==> src/rtl/affine_rotate_scan_remap_macros.svh <==
// Assertion macros shared by the affine rotate-scan remapper RTL.
`ifndef AFFINE_ROTATE_SCAN_REMAP_MACROS_SVH
`define AFFINE_ROTATE_SCAN_REMAP_MACROS_SVH

// Same-cycle implication, checked outside reset.
`define ARSR_ASSERT_NOW(lbl, ante, cons) \
    lbl: assert property (@(posedge i_clk) disable iff (!i_rst_n) (ante) |-> (cons)) \
        else $error("arsr assertion failed");

// Next-cycle implication, checked outside reset.
`define ARSR_ASSERT_NEXT(lbl, ante, cons) \
    lbl: assert property (@(posedge i_clk) disable iff (!i_rst_n) (ante) |=> (cons)) \
        else $error("arsr assertion failed");

`endif

==> src/rtl/arsr_pkg.sv <==
// Shared types and constants for the affine rotate-scan remapper.
package arsr_pkg;

    localparam int ACC_W      = 32;
    localparam int FRAC_BITS  = 14;
    localparam int COL_W      = 9;
    localparam int ROW_W      = 8;
    localparam int PEN_W      = 16;
    localparam int OUT_PEN_W  = 13;
    localparam int PRIO_W     = 8;
    localparam int CFG_IDX_W  = 3;
    localparam int HOLD_W     = 2;

    localparam logic [PEN_W-1:0]  EMPTY_PEN  = 16'hFFFF;
    localparam logic [PRIO_W-1:0] EMPTY_PRIO = 8'hFF;
    // cycles for the frame-start base to settle after a register write
    localparam logic [HOLD_W-1:0] CFG_SETTLE = 2'd2;

    typedef enum logic {
        CMD_LOAD   = 1'b0,
        CMD_RENDER = 1'b1
    } t_cmd;

    typedef enum logic [CFG_IDX_W-1:0] {
        REG_START_X     = 3'd0,
        REG_START_Y     = 3'd1,
        REG_ROW_STEP_X  = 3'd2,
        REG_ROW_STEP_Y  = 3'd3,
        REG_LINE_STEP_X = 3'd4,
        REG_LINE_STEP_Y = 3'd5
    } t_cfg_reg;

    typedef struct packed {
        logic [COL_W-1:0] col;
        logic [ROW_W-1:0] row;
        logic             last;
    } t_pos;

endpackage

==> src/rtl/arsr_scan_gen.sv <==
// Raster counters and affine accumulators; produces the frame-store read address.
module arsr_scan_gen #(
    parameter int OUT_WIDTH     = 320,
    parameter int OUT_HEIGHT    = 224,
    parameter int SRC_SIDE_BITS = 9
) (
    input  logic                            i_clk,
    input  logic                            i_rst_n,
    input  logic                            i_step,
    input  logic [arsr_pkg::ACC_W-1:0]      i_start_x,
    input  logic [arsr_pkg::ACC_W-1:0]      i_start_y,
    input  logic [arsr_pkg::ACC_W-1:0]      i_row_step_x,
    input  logic [arsr_pkg::ACC_W-1:0]      i_row_step_y,
    input  logic [arsr_pkg::ACC_W-1:0]      i_line_step_x,
    input  logic [arsr_pkg::ACC_W-1:0]      i_line_step_y,
    output logic [2*SRC_SIDE_BITS-1:0]      o_addr,
    output logic [SRC_SIDE_BITS-1:0]        o_sy,
    output arsr_pkg::t_pos                  o_pos
);

    localparam int AW = arsr_pkg::ACC_W;
    localparam int FB = arsr_pkg::FRAC_BITS;
    localparam logic [arsr_pkg::COL_W-1:0] COL_LAST  = arsr_pkg::COL_W'(OUT_WIDTH - 1);
    localparam logic [arsr_pkg::ROW_W-1:0] LINE_LAST = arsr_pkg::ROW_W'(OUT_HEIGHT - 1);

    logic [arsr_pkg::COL_W-1:0] r_col;
    logic [arsr_pkg::ROW_W-1:0] r_line;
    logic [AW-1:0] r_row_x, r_row_y, r_pix_x, r_pix_y;
    logic [AW-1:0] r_t16_x, r_t16_y, r_t3_x, r_t3_y;
    logic [AW-1:0] r_base_x, r_base_y;

    logic          frame_start, col_wrap;
    logic [AW-1:0] row_x, row_y, cur_x, cur_y;

    // start + 27 * row_step, split as 24*s and 3*s, registered as terms and then as the base
    always_ff @(posedge i_clk) begin
        r_t16_x  <= (i_row_step_x << 4) + (i_row_step_x << 3);
        r_t16_y  <= (i_row_step_y << 4) + (i_row_step_y << 3);
        r_t3_x   <= (i_row_step_x << 1) + i_row_step_x;
        r_t3_y   <= (i_row_step_y << 1) + i_row_step_y;
        r_base_x <= i_start_x + r_t16_x + r_t3_x;
        r_base_y <= i_start_y + r_t16_y + r_t3_y;
    end

    always_comb begin
        frame_start = (r_col == '0) && (r_line == '0);
        col_wrap    = (r_col == COL_LAST);
        row_x       = frame_start ? r_base_x : r_row_x;
        row_y       = frame_start ? r_base_y : r_row_y;
        cur_x       = (r_col == '0) ? row_x : r_pix_x;
        cur_y       = (r_col == '0) ? row_y : r_pix_y;
    end

    always_ff @(posedge i_clk) begin
        if (i_step) begin
            r_pix_x <= cur_x + i_row_step_x;
            r_pix_y <= cur_y + i_row_step_y;
            r_row_x <= col_wrap ? row_x + i_line_step_x : row_x;
            r_row_y <= col_wrap ? row_y + i_line_step_y : row_y;
        end
    end

    always_ff @(posedge i_clk) begin
        if (!i_rst_n) begin
            r_col  <= '0;
            r_line <= '0;
        end else if (i_step) begin
            if (col_wrap) begin
                r_col  <= '0;
                r_line <= (r_line == LINE_LAST) ? '0 : r_line + 1'b1;
            end else begin
                r_col <= r_col + 1'b1;
            end
        end
    end

    assign o_sy     = cur_y[FB+SRC_SIDE_BITS-1:FB];
    assign o_addr   = {cur_y[FB+SRC_SIDE_BITS-1:FB], cur_x[FB+SRC_SIDE_BITS-1:FB]};
    assign o_pos    = '{col: r_col, row: r_line, last: col_wrap && (r_line == LINE_LAST)};

endmodule

==> config.mk <==
export PLATFORM = sky130hd
export DESIGN_NAME = arsr_scan_gen
export DESIGN_NICKNAME = d
export VERILOG_FILES = /design/src/rtl/affine_rotate_scan_remap_macros.svh /design/src/rtl/arsr_pkg.sv /design/src/rtl/arsr_scan_gen.sv
export SDC_FILE = /design/constraint.sdc
export NUM_CORES = 1
export LEC_CHECK = 0
export BUFFER_PORTS_ARGS = -buffer_cell sky130_fd_sc_hd__buf_4
export CAP_MARGIN = 40
export CORE_MARGIN = 4
export CORE_UTILIZATION = 53
export DETAILED_ROUTE_END_ITERATION = 16
export PLACE_DENSITY = 0.78
export SLEW_MARGIN = 25
export SYNTH_ARGS = -nofsm -noshare
export SYNTH_HDL_FRONTEND = slang
export SYNTH_SLANG_ARGS = --single-unit
export TNS_END_PERCENT = 10
==> constraint.sdc <==
create_clock -name i_clk -period 4.45 [get_ports i_clk]
set_input_delay 0.445 -clock i_clk [delete_from_list [all_inputs] [get_ports i_clk]]
set_output_delay 0.445 -clock i_clk [all_outputs]
set_load 0.05 [all_outputs]
==> impl_metrics.json <==
{
  "synth_ff_type": "dfxtp_1",
  "fmax_ghz": 0.231,
  "crit_start": "r_col[2]",
  "p_sw_mw": 5.43,
  "yosysSeqAreaShare": 0.314,
  "p_leak_nw": 8.38,
  "vdd_drop_max_v": 0.000584,
  "wire_per_inst_um": 16.7,
  "grt.total_usage": 0.225,
  "synth_nets": 2098,
  "grt.overflow.total": 0,
  "initial_core_util": 0.542,
  "area_growth_pct": 20.4,
  "syn_area_per_cell_um2": 9.44,
  "grt_pass1_vias": 12677,
  "min-delay-start": "i_row_step_y[0]",
  "yosysWarnings": 0,
  "max_stage_delay_ns": 0.54,
  "antenna_found_initial": 2,
  "ys_ff_latch": 201,
  "clock_path_buffers": 3,
  "critPathCapture": "r_row_x[22]",
  "slew_headroom": 0.530,
  "layout_min_cycle_time_ns": 4.32,
  "synthArstFlopShare": 0,
  "p_comb_frac": 0.602,
  "cts_tree": "yes",
  "p_sw_frac": 0.418,
  "fin_cells": 2302,
  "fp.dieArea_um2": 32500,
  "gp_congestion": 0.908,
  "rows": 62,
  "vias": 13124,
  "crit_arrival_ns": 4.59,
  "cts_num_sinks": 201,
  "grt_setup_unrepaired": "true",
  "antenna_left": 0,
  "ff2ff_setup_slack_ns": 0.13,
  "regArea_um2": 4970,
  "worstMarginPinSlew_ns": 0.704,
  "hpwl_um": 29900,
  "crit_required_ns": 4.71,
  "via_per_inst": 5.70,
  "cpMostUsedCell": "a211oi_2",
  "root_buffer": "clkbuf_16",
  "worstSetupStartpointType": "flop",
  "drive_gt1_frac": 0.192,
  "drt_pass1_iterations": 5,
  "grt_pass1_wl_um": 62100,
  "endpoint_kind": "flop",
  "cts_buffers": 24,
  "place_inst": 2253,
  "pwr-share-seq": 0.237,
  "numPortBuffers": 185,
  "multi_input_area_um2": 10400,
  "hold_slack_ns": 0.0684,
  "synth.distinct_cells": 72,
  "syn_area_um2": 15700,
  "synth_edf_count": 92,
  "clk_latency_ns": 0.52,
  "r2r_end": "r_row_x[22]",
  "path_max_fanout": 3,
  "pin_count": 240,
  "core-area_um2": 29000,
  "cts_max_level": 1,
  "hold_viol_final": 0,
  "worst_hold_path_type": "in -> reg",
  "path_cells": "nor4_4, nand4b_1, nand3b_1, mux2i_2, inv_1, ha_2, fa_2, a211oi_2, o21ai_2, a311oi_2, a211oi_2, or4_1, a31oi_1, xor2_1, nor2_1, xnor2_1",
  "status": "completed",
  "clk_pin_slew_ns": 0.06,
  "fin_nets": 2329,
  "drv_cap": 0,
  "n_fill_cell": 2374,
  "grt_max_degree": 52,
  "first_iter_violations": 854,
  "reg2reg_from": "r_col[2]",
  "wirelength_um": 38400,
  "syn_inst": 1667,
  "p_per_area_nw_per_um2": 686,
  "critical_path_class": "reg -> reg",
  "cp_slowest_cell": "or4_1",
  "drv_slew": 0,
  "ctsHoldBuffers": 0,
  "setup_viol_count_final": 0,
  "die_h_um": 180,
  "route.detailed.drc": 0,
  "worst_r2r_path_depth": 16,
  "die_w_um": 180,
  "skew_ns": 0.0149,
  "clkPwrFrac": 0.161,
  "period_share": 0.972,
  "p_int_mw": 7.56
}
routing by layer:
metal  vias to the layer above  wire length [µm]  track usage
met2                       360             17700        0.366
li1                       6529                 -            -
met1                      6156             17400        0.316
met5                         -                 0            0
met3                        79              2120       0.0321
met4                         0              1090       0.0620
logic make-up (layout without fill, tap and decap cells):
group,count (synthesis),in the layout,synth area share
xor gates and xnor gates,171,171,0.0952
buffers and inverters,134,383,0.0344
other,0,2,0
AOI/OAI and AO/OA,470,470,0.190
and+or+nand+nor,395,395,0.116
DFF,201,201,0.314
adders and majority gates,236,236,0.210
muxes,60,60,0.0396
cells in the mapped netlist, types with 4 or more instances:
cell,n,share of area
clkbuf_1,28,0.0067
a21boi_0,6,0.0029
buf_4,9,0.0043
nor3_1,31,0.0099
nor2_1,139,0.033
nor2b_1,19,0.0076
o21ba_2,4,0.0025
ha_1,190,0.15
o21ai_1,4,0.0013
nand2_1,101,0.024
fa_1,46,0.059
edfxtp_1,92,0.18
or3_1,11,0.0044
a31oi_1,17,0.0068
a21oi_1,153,0.049
and2_1,10,0.0040
buf_2,4,0.0013
mux2_2,18,0.013
o21bai_1,25,0.012
a31o_2,4,0.0022
dfxtp_1,109,0.14
xnor2_1,118,0.066
mux2i_1,42,0.027
or2_2,6,0.0024
nand3_1,23,0.0073
o211ai_1,12,0.0057
nand4_1,18,0.0072
and3_1,12,0.0048
o21a_1,19,0.0091
xor2_1,53,0.030
o31ai_1,12,0.0057
o21ai_0,96,0.031
o41ai_1,4,0.0022
a211oi_1,19,0.0091
nand2b_1,10,0.0040
a21o_1,53,0.025
inv_1,92,0.022
layout make-up:
type | instances | share of cell area
tap | 384 | 0.0254
multi-input combinational | 1332 | 0.550
clock inverter | 9 | 0.00680
inverter | 92 | 0.0182
clock buffer | 35 | 0.0382
timing repair buffer | 247 | 0.0990
antenna | 2 | 0.000264
sequential | 201 | 0.262
metrics by stage:
step | setup TNS, ns | utilization | setup WS (ns) | power, mW | instance area, µm²
final | 0 | 0.653 | 0.126 | 13.0 | 18900
after global routing | -0.113 | 0.653 | -0.0706 | 14.0 | 18900
after CTS | 0 | 0.647 | 0.0312 | 12.9 | 18800
after detailed placement | 0 | 0.617 | 0.0496 | 10.7 | 17900
after global placement | 0 | 0.617 | 0.0972 | 10.4 | 17900
after floorplan | 0 | - | 0.0116 | 8.78 | 15800
power groups by stage:
| stage | combinational [mW] | clock, mW | sequential (mW) |
|---|---|---|---|
| finish | 7.82 | 2.09 | 3.07 |
| global route | 8.66 | 2.21 | 3.13 |
| CTS | 7.66 | 2.13 | 3.07 |
| detailed placement | 7.55 | 0 | 3.11 |
| global placement | 7.34 | 0 | 3.08 |
| floorplan | 5.78 | 0 | 3.00 |
layout by cell type (no fill, tap or decap), types with 17 or more instances in the layout:
master     count
nor3_1        31
a21o_1        53
edfxtp_1      92
nor2_1       139
a21oi_1      148
fa_1          44
inv_1         91
dfxtp_1       98
o21bai_1      25
o21ai_0       87
a211oi_1      17
clkbuf_16     25
buf_4        244
mux2i_1       36
ha_1         188
nand2_1      101
xor2_1        53
nand4_1       18
mux2_2        18
nand3_1       23
xnor2_1      118
o21a_1        19
nor2b_1       19
state kept, by name (all words and copies together) (netlist names):
name and cells:
r_base_x 23, r_base_y 23, r_col 9, r_line 8, r_pix_x 23, r_pix_y 23
r_row_x 23, r_row_y 23, r_t3_x 23, r_t3_y 23
worst max-delay path: cells and delay by family, from the launching register on:
kind / cells / cell delay [ns]
and+or+nand+nor: 5 / 1.37
AOI/OAI and AO/OA: 5 / 1.15
adders and majority gates: 2 / 0.58
DFF: 1 / 0.35
xor gates and xnor gates: 2 / 0.31
muxes: 1 / 0.28
buffers and inverters: 1 / 0.07
worst min-delay path by stage:
stage	depth (start not counted)	endpoint	slack [ns]
detailed placement	2	r_line[1]	0.49
global route	1	r_t3_y[0]	0.05
finish	1	r_t3_y[0]	0.07
floorplan	0	r_t3_x[0]	0.47
CTS	1	r_t3_y[0]	0.05
global placement	2	r_line[1]	0.49
repair_timing:
item                                    CTS  global route
pin swaps                                 0            10
gates resized for setup                   1            40
setup buffers                             0             3
endpoints found under the setup margin    1            21
Power figures use the tool's default switching activity.
